`src/design/aopb_pkg.sv`:
```
// shared types, constants and helpers of the alpha-over pixel blend
// no dependencies; used by the pipeline parts, the top level and the testbench
package aopb_pkg;

   localparam int DIM_W = 13;
   localparam logic [DIM_W-1:0] MAX_DIM = 13'd4096;
   localparam int CRD_W = 12;
   localparam int IDX_W = 24;
   localparam int NUM_W = 24;
   localparam int QUO_W = 8;
   localparam int LANES = 3;
   localparam int BITS_PER_STAGE = 2;
   localparam int DIV_STAGES = QUO_W / BITS_PER_STAGE;

   localparam int LANE_RED = 0;
   localparam int LANE_GREEN = 1;
   localparam int LANE_BLUE = 2;

   typedef enum logic [1:0] {
      CSR_CLIP_WIDTH  = 2'd0,
      CSR_CLIP_HEIGHT = 2'd1,
      CSR_ROW_PITCH   = 2'd2
   } csr_index_type;

   typedef struct packed {
      logic             in_clip;
      logic [IDX_W-1:0] word_index;
   } side_type;

   typedef logic [LANES-1:0][NUM_W-1:0] num_arr_type;
   typedef logic [LANES-1:0][QUO_W-1:0] quo_arr_type;

   function automatic logic [DIM_W-1:0] limit_dim(input logic [DIM_W-1:0] v);
      return (v > MAX_DIM) ? MAX_DIM : v;
   endfunction

endpackage

```
`src/design/aopb_req_if.sv`:
```
// input channel of the alpha-over pixel blend: coordinate, destination pixel, source color
// depends on nothing
interface aopb_req_if;
   logic               valid;
   logic               ready;
   logic               mode;
   logic signed [15:0] x_pos;
   logic signed [15:0] y_pos;
   logic [31:0]        dest_pixel;
   logic [7:0]         src_red;
   logic [7:0]         src_green;
   logic [7:0]         src_blue;
   logic [7:0]         src_alpha;
   logic [8:0]         weight;

   modport source (
      output valid, mode, x_pos, y_pos, dest_pixel,
      output src_red, src_green, src_blue, src_alpha, weight,
      input  ready
   );
   modport sink (
      input  valid, mode, x_pos, y_pos, dest_pixel,
      input  src_red, src_green, src_blue, src_alpha, weight,
      output ready
   );
endinterface

```
`src/design/aopb_rsp_if.sv`:
```
// result channel of the alpha-over pixel blend: write enable, word index, blended pixel
// depends on nothing
interface aopb_rsp_if;
   logic        valid;
   logic        ready;
   logic        write_enable;
   logic [23:0] word_index;
   logic [31:0] blended_pixel;

   modport source (
      output valid, write_enable, word_index, blended_pixel,
      input  ready
   );
   modport sink (
      input  valid, write_enable, word_index, blended_pixel,
      output ready
   );
endinterface

```
`src/design/aopb_front.sv`:
```
// front end of the blend pipeline: clip test, alpha scaling, index and numerators
// depends on aopb_pkg and aopb_req_if
module aopb_front (
   input  logic                       clock,
   input  logic                       reset,
   input  logic                       adv,
   aopb_req_if.sink                   req_if,
   input  logic [aopb_pkg::DIM_W-1:0] clip_w,
   input  logic [aopb_pkg::DIM_W-1:0] clip_h,
   input  logic [aopb_pkg::DIM_W-1:0] pitch,
   output logic                       out_valid,
   output aopb_pkg::side_type         out_side,
   output logic [15:0]                out_w,
   output aopb_pkg::num_arr_type      out_num
);

   // stage 1: clip test and scaled alpha
   logic                               s1_valid_ff;
   logic                               s1_inside_ff, s1_inside_in;
   logic [7:0]                         s1_a_ff, s1_a_in;
   logic [7:0]                         s1_d_ff;
   logic [aopb_pkg::LANES-1:0][7:0]    s1_cs_ff, s1_cs_in;
   logic [aopb_pkg::LANES-1:0][7:0]    s1_cd_ff, s1_cd_in;
   logic [aopb_pkg::CRD_W-1:0]         s1_x_ff, s1_y_ff;
   logic [aopb_pkg::DIM_W-1:0]         s1_pitch_ff;
   logic [16:0]                        wprod;

   // stage 2: index and first products
   logic                               s2_valid_ff;
   aopb_pkg::side_type                 s2_side_ff, s2_side_in;
   logic [15:0]                        s2_ma_ff, s2_ma_in;
   logic [15:0]                        s2_md_ff, s2_md_in;
   logic [7:0]                         s2_na_ff, s2_na_in;
   logic [aopb_pkg::LANES-1:0][15:0]   s2_csa_ff, s2_csa_in;
   logic [aopb_pkg::LANES-1:0][15:0]   s2_cdd_ff, s2_cdd_in;

   // stage 3: weight and channel numerators
   logic                               s3_valid_ff;
   aopb_pkg::side_type                 s3_side_ff;
   logic [15:0]                        s3_w_ff, s3_w_in;
   aopb_pkg::num_arr_type              s3_num_ff, s3_num_in;

   assign req_if.ready = adv;

   always_comb begin
      wprod = {9'd0, req_if.src_alpha} * {8'd0, req_if.weight};
      s1_inside_in = !req_if.x_pos[15] && !req_if.y_pos[15]
         && ($unsigned(req_if.x_pos) < {3'd0, clip_w})
         && ($unsigned(req_if.y_pos) < {3'd0, clip_h});
      if (!req_if.mode) begin
         s1_a_in = req_if.src_alpha;
      end else if (wprod[16]) begin
         s1_a_in = 8'hFF;
      end else begin
         s1_a_in = wprod[15:8];
      end
      s1_cs_in[aopb_pkg::LANE_RED]   = req_if.src_red;
      s1_cs_in[aopb_pkg::LANE_GREEN] = req_if.src_green;
      s1_cs_in[aopb_pkg::LANE_BLUE]  = req_if.src_blue;
      s1_cd_in[aopb_pkg::LANE_RED]   = req_if.dest_pixel[7:0];
      s1_cd_in[aopb_pkg::LANE_GREEN] = req_if.dest_pixel[15:8];
      s1_cd_in[aopb_pkg::LANE_BLUE]  = req_if.dest_pixel[23:16];
   end

   always_ff @(posedge clock) begin
      if (reset) begin
         s1_valid_ff <= 1'b0;
      end else if (adv) begin
         s1_valid_ff <= req_if.valid;
      end
      if (adv) begin
         s1_inside_ff <= s1_inside_in;
         s1_a_ff      <= s1_a_in;
         s1_d_ff      <= req_if.dest_pixel[31:24];
         s1_cs_ff     <= s1_cs_in;
         s1_cd_ff     <= s1_cd_in;
         s1_x_ff      <= req_if.x_pos[aopb_pkg::CRD_W-1:0];
         s1_y_ff      <= req_if.y_pos[aopb_pkg::CRD_W-1:0];
         s1_pitch_ff  <= pitch;
      end
   end

   always_comb begin
      s2_side_in.in_clip    = s1_inside_ff;
      s2_side_in.word_index = ({12'd0, s1_y_ff} * {11'd0, s1_pitch_ff}) + {12'd0, s1_x_ff};
      s2_na_in = 8'hFF - s1_a_ff;
      s2_ma_in = {s1_a_ff, 8'd0} - {8'd0, s1_a_ff};
      s2_md_in = {8'd0, s1_d_ff} * {8'd0, s2_na_in};
      for (int l = 0; l < aopb_pkg::LANES; l++) begin
         s2_csa_in[l] = {8'd0, s1_cs_ff[l]} * {8'd0, s1_a_ff};
         s2_cdd_in[l] = {8'd0, s1_cd_ff[l]} * {8'd0, s1_d_ff};
      end
   end

   always_ff @(posedge clock) begin
      if (reset) begin
         s2_valid_ff <= 1'b0;
      end else if (adv) begin
         s2_valid_ff <= s1_valid_ff;
      end
      if (adv) begin
         s2_side_ff <= s2_side_in;
         s2_na_ff   <= s2_na_in;
         s2_ma_ff   <= s2_ma_in;
         s2_md_ff   <= s2_md_in;
         s2_csa_ff  <= s2_csa_in;
         s2_cdd_ff  <= s2_cdd_in;
      end
   end

   // num = cs*a*255 + cd*d*(255-a); never above 255*w
   always_comb begin
      s3_w_in = s2_ma_ff + s2_md_ff;
      for (int l = 0; l < aopb_pkg::LANES; l++) begin
         s3_num_in[l] = ({s2_csa_ff[l], 8'd0} - {8'd0, s2_csa_ff[l]})
            + ({8'd0, s2_cdd_ff[l]} * {16'd0, s2_na_ff});
      end
   end

   always_ff @(posedge clock) begin
      if (reset) begin
         s3_valid_ff <= 1'b0;
      end else if (adv) begin
         s3_valid_ff <= s2_valid_ff;
      end
      if (adv) begin
         s3_side_ff <= s2_side_ff;
         s3_w_ff    <= s3_w_in;
         s3_num_ff  <= s3_num_in;
      end
   end

   assign out_valid = s3_valid_ff;
   assign out_side  = s3_side_ff;
   assign out_w     = s3_w_ff;
   assign out_num   = s3_num_ff;

endmodule

```
`src/design/aopb_div.sv`:
```
// pipelined restoring divider: three channel quotients by the shared weight, two bits a stage
// also forms output alpha as weight/255 by reciprocal multiply; depends on aopb_pkg
module aopb_div (
   input  logic                  clock,
   input  logic                  reset,
   input  logic                  adv,
   input  logic                  in_valid,
   input  aopb_pkg::side_type    in_side,
   input  logic [15:0]           in_w,
   input  aopb_pkg::num_arr_type in_num,
   output logic                  out_valid,
   output aopb_pkg::side_type    out_side,
   output logic [7:0]            out_ao,
   output logic                  out_wzero,
   output aopb_pkg::quo_arr_type out_quo
);

   localparam int STG = aopb_pkg::DIV_STAGES;

   logic [STG-1:0]        v_ff;
   aopb_pkg::side_type    side_ff [STG];
   logic [15:0]           w_ff    [STG];
   logic [7:0]            ao_ff   [STG];
   logic [7:0]            ao_in   [STG];
   aopb_pkg::num_arr_type rem_ff  [STG];
   aopb_pkg::num_arr_type rem_in  [STG];
   aopb_pkg::quo_arr_type quo_ff  [STG];
   aopb_pkg::quo_arr_type quo_in  [STG];

   for (genvar s = 0; s < STG; s++) begin : g_stage
      localparam int TOP_BIT = aopb_pkg::QUO_W - 1 - aopb_pkg::BITS_PER_STAGE * s;

      logic                  v_src;
      aopb_pkg::side_type    side_src;
      logic [15:0]           w_src;
      aopb_pkg::num_arr_type rem_src;
      aopb_pkg::quo_arr_type quo_src;

      if (s == 0) begin : g_head
         logic [31:0] recip;
         // floor(w/255) is exact as (w*0x8081)>>23 over 16 bits
         assign recip    = {16'd0, in_w} * 32'h0000_8081;
         assign ao_in[s] = recip[30:23];
         assign v_src    = in_valid;
         assign side_src = in_side;
         assign w_src    = in_w;
         assign rem_src  = in_num;
         assign quo_src  = '0;
      end else begin : g_body
         assign ao_in[s] = ao_ff[s-1];
         assign v_src    = v_ff[s-1];
         assign side_src = side_ff[s-1];
         assign w_src    = w_ff[s-1];
         assign rem_src  = rem_ff[s-1];
         assign quo_src  = quo_ff[s-1];
      end

      always_comb begin
         logic [aopb_pkg::NUM_W-1:0] r;
         logic [aopb_pkg::NUM_W-1:0] dv;
         logic [aopb_pkg::QUO_W-1:0] q;
         for (int l = 0; l < aopb_pkg::LANES; l++) begin
            r = rem_src[l];
            q = quo_src[l];
            for (int k = 0; k < aopb_pkg::BITS_PER_STAGE; k++) begin
               dv = {8'd0, w_src} << (TOP_BIT - k);
               if (r >= dv) begin
                  r = r - dv;
                  q[TOP_BIT-k] = 1'b1;
               end
            end
            rem_in[s][l] = r;
            quo_in[s][l] = q;
         end
      end

      always_ff @(posedge clock) begin
         if (reset) begin
            v_ff[s] <= 1'b0;
         end else if (adv) begin
            v_ff[s] <= v_src;
         end
         if (adv) begin
            side_ff[s] <= side_src;
            w_ff[s]    <= w_src;
            ao_ff[s]   <= ao_in[s];
            rem_ff[s]  <= rem_in[s];
            quo_ff[s]  <= quo_in[s];
         end
      end
   end

   assign out_valid = v_ff[STG-1];
   assign out_side  = side_ff[STG-1];
   assign out_ao    = ao_ff[STG-1];
   assign out_wzero = (w_ff[STG-1] == 16'd0);
   assign out_quo   = quo_ff[STG-1];

endmodule

```
`src/design/alpha_over_pixel_blend.sv`:
```
// top level of the alpha-over pixel blend: config registers, pipeline and result register
// depends on aopb_pkg, aopb_req_if, aopb_rsp_if, aopb_front and aopb_div
//
// One input word gives one result word, which the result register shows on the result
// port. There are eight register stages, the first loaded at acceptance: three front
// stages (clip test and alpha scaling, index multiply and first products, weight and
// channel numerators), four divider stages that each resolve two quotient bits for all
// three channels, and the result register. Throughput is one word per clock while the
// result side takes words. When a result waits and rsp ready is low, the whole pipeline
// holds and req ready drops; nothing is lost or repeated. Coordinates outside the clip
// area give an all-zero result; when both alphas are zero the pixel is zero. Register
// values above 4096 act as 4096. Config writes take effect for words accepted afterwards.
module alpha_over_pixel_blend (
   input  logic                       clock,
   input  logic                       reset,
   aopb_req_if.sink                   req_if,
   aopb_rsp_if.source                 rsp_if,
   input  logic                       csr_wr_en,
   input  logic [1:0]                 csr_index,
   input  logic [aopb_pkg::DIM_W-1:0] csr_wdata
);

   // config registers
   logic [aopb_pkg::DIM_W-1:0] clip_width_ff;
   logic [aopb_pkg::DIM_W-1:0] clip_height_ff;
   logic [aopb_pkg::DIM_W-1:0] row_pitch_ff;

   // pipeline advance: the whole pipe moves unless a result is stuck at the output
   logic                       adv;

   // front to divider
   logic                       fr_valid;
   aopb_pkg::side_type         fr_side;
   logic [15:0]                fr_w;
   aopb_pkg::num_arr_type      fr_num;

   // divider to result register
   logic                       dv_valid;
   aopb_pkg::side_type         dv_side;
   logic [7:0]                 dv_ao;
   logic                       dv_wzero;
   aopb_pkg::quo_arr_type      dv_quo;

   // result register
   logic                       rsp_valid_ff;
   logic                       rsp_we_ff, rsp_we_in;
   logic [aopb_pkg::IDX_W-1:0] rsp_index_ff, rsp_index_in;
   logic [31:0]                rsp_pixel_ff, rsp_pixel_in;

   always_ff @(posedge clock) begin
      if (reset) begin
         clip_width_ff  <= 13'd640;
         clip_height_ff <= 13'd480;
         row_pitch_ff   <= 13'd640;
      end else if (csr_wr_en) begin
         unique case (aopb_pkg::csr_index_type'(csr_index))
            aopb_pkg::CSR_CLIP_WIDTH:  clip_width_ff  <= csr_wdata;
            aopb_pkg::CSR_CLIP_HEIGHT: clip_height_ff <= csr_wdata;
            aopb_pkg::CSR_ROW_PITCH:   row_pitch_ff   <= csr_wdata;
            default: ;  // unmapped index, write dropped
         endcase
      end
   end

   assign adv = !rsp_valid_ff || rsp_if.ready;

   aopb_front u_front (
      .clock     (clock),
      .reset     (reset),
      .adv       (adv),
      .req_if    (req_if),
      .clip_w    (aopb_pkg::limit_dim(clip_width_ff)),
      .clip_h    (aopb_pkg::limit_dim(clip_height_ff)),
      .pitch     (aopb_pkg::limit_dim(row_pitch_ff)),
      .out_valid (fr_valid),
      .out_side  (fr_side),
      .out_w     (fr_w),
      .out_num   (fr_num)
   );

   aopb_div u_div (
      .clock     (clock),
      .reset     (reset),
      .adv       (adv),
      .in_valid  (fr_valid),
      .in_side   (fr_side),
      .in_w      (fr_w),
      .in_num    (fr_num),
      .out_valid (dv_valid),
      .out_side  (dv_side),
      .out_ao    (dv_ao),
      .out_wzero (dv_wzero),
      .out_quo   (dv_quo)
   );

   // outside clip zeroes every field; zero weight zeroes only the pixel
   always_comb begin
      rsp_we_in    = dv_side.in_clip;
      rsp_index_in = dv_side.in_clip ? dv_side.word_index : '0;
      if (dv_side.in_clip && !dv_wzero) begin
         rsp_pixel_in = {dv_ao, dv_quo[aopb_pkg::LANE_BLUE],
                         dv_quo[aopb_pkg::LANE_GREEN], dv_quo[aopb_pkg::LANE_RED]};
      end else begin
         rsp_pixel_in = '0;
      end
   end

   always_ff @(posedge clock) begin
      if (reset) begin
         rsp_valid_ff <= 1'b0;
      end else if (adv) begin
         rsp_valid_ff <= dv_valid;
      end
      if (adv) begin
         rsp_we_ff    <= rsp_we_in;
         rsp_index_ff <= rsp_index_in;
         rsp_pixel_ff <= rsp_pixel_in;
      end
   end

   assign rsp_if.valid         = rsp_valid_ff;
   assign rsp_if.write_enable  = rsp_we_ff;
   assign rsp_if.word_index    = rsp_index_ff;
   assign rsp_if.blended_pixel = rsp_pixel_ff;

endmodule

```
`src/flat_wrapper.sv`:
```
// flat-port wrapper written by rule: the top's interface ports become plain ports
module alpha_over_pixel_blend_flat 
  (clock, reset, csr_wr_en, csr_index, csr_wdata, req_if_valid, req_if_mode, req_if_x_pos, req_if_y_pos, req_if_dest_pixel, req_if_src_red, req_if_src_green, req_if_src_blue, req_if_src_alpha, req_if_weight, req_if_ready, rsp_if_valid, rsp_if_write_enable, rsp_if_word_index, rsp_if_blended_pixel, rsp_if_ready);
  aopb_req_if req_if_i ();
  aopb_rsp_if rsp_if_i ();
  input  logic clock;
  input  logic reset;
  input  logic csr_wr_en;
  input  logic [1:0] csr_index;
  input  logic [aopb_pkg::DIM_W-1:0] csr_wdata;
  input wire logic [$bits(req_if_i.valid)-1:0] req_if_valid;
  input wire logic [$bits(req_if_i.mode)-1:0] req_if_mode;
  input wire logic [$bits(req_if_i.x_pos)-1:0] req_if_x_pos;
  input wire logic [$bits(req_if_i.y_pos)-1:0] req_if_y_pos;
  input wire logic [$bits(req_if_i.dest_pixel)-1:0] req_if_dest_pixel;
  input wire logic [$bits(req_if_i.src_red)-1:0] req_if_src_red;
  input wire logic [$bits(req_if_i.src_green)-1:0] req_if_src_green;
  input wire logic [$bits(req_if_i.src_blue)-1:0] req_if_src_blue;
  input wire logic [$bits(req_if_i.src_alpha)-1:0] req_if_src_alpha;
  input wire logic [$bits(req_if_i.weight)-1:0] req_if_weight;
  output wire logic [$bits(req_if_i.ready)-1:0] req_if_ready;
  output wire logic [$bits(rsp_if_i.valid)-1:0] rsp_if_valid;
  output wire logic [$bits(rsp_if_i.write_enable)-1:0] rsp_if_write_enable;
  output wire logic [$bits(rsp_if_i.word_index)-1:0] rsp_if_word_index;
  output wire logic [$bits(rsp_if_i.blended_pixel)-1:0] rsp_if_blended_pixel;
  input wire logic [$bits(rsp_if_i.ready)-1:0] rsp_if_ready;
  assign req_if_i.valid = req_if_valid;
  assign req_if_i.mode = req_if_mode;
  assign req_if_i.x_pos = req_if_x_pos;
  assign req_if_i.y_pos = req_if_y_pos;
  assign req_if_i.dest_pixel = req_if_dest_pixel;
  assign req_if_i.src_red = req_if_src_red;
  assign req_if_i.src_green = req_if_src_green;
  assign req_if_i.src_blue = req_if_src_blue;
  assign req_if_i.src_alpha = req_if_src_alpha;
  assign req_if_i.weight = req_if_weight;
  assign req_if_ready = req_if_i.ready;
  assign rsp_if_valid = rsp_if_i.valid;
  assign rsp_if_write_enable = rsp_if_i.write_enable;
  assign rsp_if_word_index = rsp_if_i.word_index;
  assign rsp_if_blended_pixel = rsp_if_i.blended_pixel;
  assign rsp_if_i.ready = rsp_if_ready;
  alpha_over_pixel_blend u_core (.clock(clock), .reset(reset), .req_if(req_if_i), .rsp_if(rsp_if_i), .csr_wr_en(csr_wr_en), .csr_index(csr_index), .csr_wdata(csr_wdata));
endmodule
```
`config.mk`:
```
export PLATFORM = sky130hd
export DESIGN_NAME = alpha_over_pixel_blend_flat
export DESIGN_NICKNAME = d
export VERILOG_FILES = /design/src/design/aopb_pkg.sv /design/src/design/aopb_req_if.sv /design/src/design/aopb_rsp_if.sv /design/src/design/aopb_front.sv /design/src/design/aopb_div.sv /design/src/design/alpha_over_pixel_blend.sv /design/src/flat_wrapper.sv
export SDC_FILE = /design/constraint.sdc
export NUM_CORES = 2
export LEC_CHECK = 0
export BUFFER_PORTS_ARGS = -buffer_cell sky130_fd_sc_hd__buf_4
export CORE_UTILIZATION = 59
export CTS_BUF_LIST = sky130_fd_sc_hd__clkbuf_8 sky130_fd_sc_hd__clkbuf_16
export CTS_CLUSTER_DIAMETER = 120
export DETAILED_ROUTE_END_ITERATION = 6
export PLACE_DENSITY = 0.91
export SLEW_MARGIN = 10
export SYNTH_ARGS = -nofsm -noshare
export SYNTH_HDL_FRONTEND = slang
export SYNTH_SLANG_ARGS = --single-unit
```
`constraint.sdc`:
```
create_clock -name clock -period 24 [get_ports clock]
set_input_delay 2.4 -clock clock [delete_from_list [all_inputs] [get_ports clock]]
set_output_delay 2.4 -clock clock [all_outputs]
set_load 0.01 [all_outputs]
```
==> metrics.md <==
| Metric | Value |
|---|---|
| Clk buf depth | `3` |
| Buffers on Ports | `184` |
| Mean Syn Cell Area | `10.1 µm²` |
| GRT overflow | `0` |
| Worst R2R Path Depth | `21` |
| Worst Hold End | `u_core.u_div.side_ff[1][20]$_DFFE_PP_` |
| Width of the die | `391 µm` |
| # fillers | `10944` |
| Crit-path cells | `inv_1, ha_1, a21o_1, a21oi_1, nor2b_1, nor3_1, o21bai_1, o311ai_1, nand2_1, nor2_1, a21oi_1, fa_1, a21o_1, a21oi_1, o21bai_1, a21oi_1, o211ai_1, a31oi_1, o221a_2, nand4_1, mux2_2` |
| CP required | `24.50 ns` |
| Fmax | `137 MHz` |
| CTS Buf Count | `102` |
| Initial antenna violation count | `3` |
| Post-route ant nets | `0` |
| Slew Limit Headroom | `23.6%` |
| Iter 0 DRT Violations | `5262` |
| Clk slew on worst S/H paths | `0.07 ns` |
| Outcome | `finished clean` |
| CP Max Fanout | `26` |
| Slowest cell delay on critical path | `0.79 ns` |
| Register area share after synthesis | `31.5%` |
| Unrepaired setup endpoints after global routing | `no` |
| Slew Limit Fails | `0` |
| Layout area overhead | `7.94%` |
| Routed vias/inst | `5.90` |
| Final hold vios | `0` |
| Clock Latency Late Sink | `0.75 ns` |
| Post-Route WL | `217000 µm` |
| Residual DRC | `0` |
| Final clock skew | `0.0616 ns` |
| Top delay family on crit path | `compound AO/OA/AOI/OAI gates` |
| Synth top area cells | `edfxtp_1, fa_1, ha_1, inv_1, and2_1` |
| Critical path startpoint category | `flip-flop` |
| Yosys warns | `0` |
| Synthesized area | `89200 µm²` |
| Htree depth | `3` |
| Final GP Congestion | `0.940` |
| CTS tree | `built` |
| Register area | `28100 µm²` |
| CTS Sinks | `952` |
| Post-CTS setup buffers | `0` |
| FF+latch count, synth | `952` |
| Via total after detailed routing | `65143` |
| Count leader, synth | `inv_1` |
| Worst path most repeated cell | `a21oi_1` |
| Detailed Routing Iterations Pass 1 | `6` |
| Final TNS setup | `0 ns` |
| Period utilisation layout | `30.5%` |
| Initial core utilization | `59.5%` |
| Layout Utilization | `64.2%` |
| Standard-cell row count | `142` |
| Critical setup path kind | `reg -> reg` |
| CTS resizes | `0` |
| Crit path DAT | `7.81 ns` |
| Full die area | `153000 µm²` |
| Hold-critical path depth | `0` |
| Vias in the first global route | `67492` |
| Final Setup Violations | `0` |
| Asr flop ratio synth | `0%` |
| Net count after synthesis | `10706` |
| Layout cells sized above 1 | `6.67%` |
| First-pass GRT wire length | `347000 µm` |
| Reg2reg start | `u_core.u_front.out_w[4]$_DFFE_PP_` |
| Final Critical Period | `7.32 ns` |
| Drt wl/cell | `19.6 µm` |
| Reg2reg setup slack | `16.68 ns` |
| Yosys top cell by area | `edfxtp_1` |
| Type of the worst min-delay path | `reg -> reg` |
| Synth cell types | `88` |
| Number of synthesized flops with an enable pin | `905` |
| GR Util All Layers | `28.5%` |
| Max-Cap Viols | `0` |
| Largest net degree at the start of global routing | `167` |
| Commonest cells post-synth | `inv_1, ha_1, nand2_1` |
| Share of the synthesized area in the top cell type | `30.5%` |
| Worst-Margin Slew | `1.15 ns` |
| Post-synthesis cell count | `8793` |
| Critical path capture point type | `flip-flop` |
| Nets | `10845` |
| DP HPWL | `164000 µm` |
| Worst Path Buf+Inv | `1` |
| CP max-delay cell | `nand4_1` |
| Top FF cell, synth | `edfxtp_1` |
| Multi-input logic area | `55500 µm²` |
| CTS Hold Bufs | `0` |
| Worst r2r dst | `u_core.u_div.rem_ff[0][37]$_DFFE_PP_` |
| Core area | `150000 µm²` |
| Min-delay src | `u_core.u_div.side_ff[0][20]$_DFFE_PP_` |
| I/O pin cnt | `185` |
| CTS root buf | `clkbuf_16` |
| Die Y | `391 µm` |
-- metal layers --
layer / GRT usage (%) / vias to the layer above / routed length [µm]
met5: 0 / - / 28
met4: 14.0 / 4 / 11800
met3: 4.24 / 740 / 16300
met2: 48.2 / 2929 / 104000
met1: 35.6 / 31552 / 84500
li1: - / 29918 / -
-- state kept, by name (all words and copies together), names as in the netlist, 13 cells and up --
signal / flops
u_core.u_div.rem_ff: 216
u_core.rsp_if.word_index: 24
u_core.clip_height_ff: 13
u_core.u_front.out_w: 16
u_core.row_pitch_ff: 13
u_core.u_div.side_ff: 100
u_core.u_front.s2_cdd_ff: 48
u_core.u_div.ao_ff: 32
u_core.u_div.quo_ff: 60
u_core.u_front.s2_csa_ff: 48
u_core.u_front.s2_side_ff: 25
u_core.u_front.s2_md_ff: 16
u_core.u_front.out_side: 25
u_core.u_front.s1_cd_ff: 24
u_core.u_front.out_num: 72
u_core.u_div.w_ff: 64
u_core.rsp_if.blended_pixel: 32
u_core.clip_width_ff: 13
u_core.u_front.s2_ma_ff: 16
u_core.u_front.s1_cs_ff: 24
u_core.u_front.s1_pitch_ff: 13
-- cells by family after synthesis --
| kind of cell | count (synthesis) | synth area share [%] |
|---|---|---|
| buffers and inverters | 1480 | 6.26 |
| AO/OA/AOI/OAI | 1385 | 9.70 |
| flip-flops | 952 | 31.5 |
| XOR/XNOR | 481 | 4.72 |
| multiplexers | 166 | 2.11 |
| AND/OR/NAND/NOR | 2541 | 14.1 |
| adder cells (fa/ha/maj) | 1788 | 31.6 |
-- how the worst max path moves through the flow --
| stage | slack, ns | from | endpoint | cells after the start |
|---|---|---|---|---|
| 2_1_floorplan | 9.65 | rsp_if_ready | u_core.rsp_if.blended_pixel[0]$_SDFFCE_PN0P_ | 3 |
| 3_3_place_gp | 16.37 | rsp_if_ready | u_core.u_div.rem_ff[2][39]$_DFFE_PP_ | 8 |
| 3_5_place_dp | 16.18 | rsp_if_ready | u_core.u_div.rem_ff[2][35]$_DFFE_PP_ | 8 |
| 4_1_cts | 16.79 | u_core.u_front.out_w[4]$_DFFE_PP_ | u_core.u_div.rem_ff[0][39]$_DFFE_PP_ | 21 |
| 5_1_grt | 16.23 | u_core.u_front.out_w[10]$_DFFE_PP_ | u_core.u_div.rem_ff[0][44]$_DFFE_PP_ | 21 |
| 6_report | 16.68 | u_core.u_front.out_w[4]$_DFFE_PP_ | u_core.u_div.rem_ff[0][37]$_DFFE_PP_ | 21 |
-- layout by cell type, fill, tap and decap left out, types with 107 or more instances in the layout --
master	count
inv_1	1276
ha_1	1013
nand2_1	918
edfxtp_1	905
fa_1	774
and2_1	582
a21oi_1	493
nor2_1	390
xnor2_1	347
o21ai_0	285
buf_4	250
a21o_1	172
xor2_1	134
mux2_2	131
nor2b_1	127
nor3_1	107
-- stage by stage --
stage / std cells / setup WS (ns) / hold WS (ns) / instance area, µm²
2_1_floorplan: 8793 / 9.65 / 0.400 / 89200
4_1_cts: 11035 / 16.79 / 0.388 / 96300
6_report: 11037 / 16.68 / 0.398 / 96300
5_1_grt: 11036 / 16.23 / 0.405 / 96300
3_5_place_dp: 10844 / 16.18 / 0.405 / 92800
3_3_place_gp: 10844 / 16.37 / 0.401 / 92800
-- worst register-to-register path, stage by stage, from the launching register on --
cell and delay (ns):
edfxtp_1 0.52, inv_1 0.35, ha_1 0.35, a21o_1 0.17
a21oi_1 0.13, nor2b_1 0.07, nor3_1 0.29, o21bai_1 0.19
o311ai_1 0.51, nand2_1 0.65, nor2_1 0.28, a21oi_1 0.13
fa_1 0.51, a21o_1 0.18, a21oi_1 0.22, o21bai_1 0.09
a21oi_1 0.30, o211ai_1 0.13, a31oi_1 0.35, o221a_2 0.27
nand4_1 0.79, mux2_2 0.61
-- layout make-up --
cell class / count / area share (%)
Antenna cell: 2 / 0.00520
Clock buffer: 106 / 2.72
Clock inverter: 85 / 0.870
Inverter: 1264 / 4.95
Multi-Input combinational cell: 6361 / 57.7
Sequential cell: 952 / 29.2
Tap cell: 2016 / 2.62
Timing Repair Buffer: 251 / 1.97
Power is not shown: default switching activity piles up to over one toggle a cycle in this logic, so the estimate is an artifact.
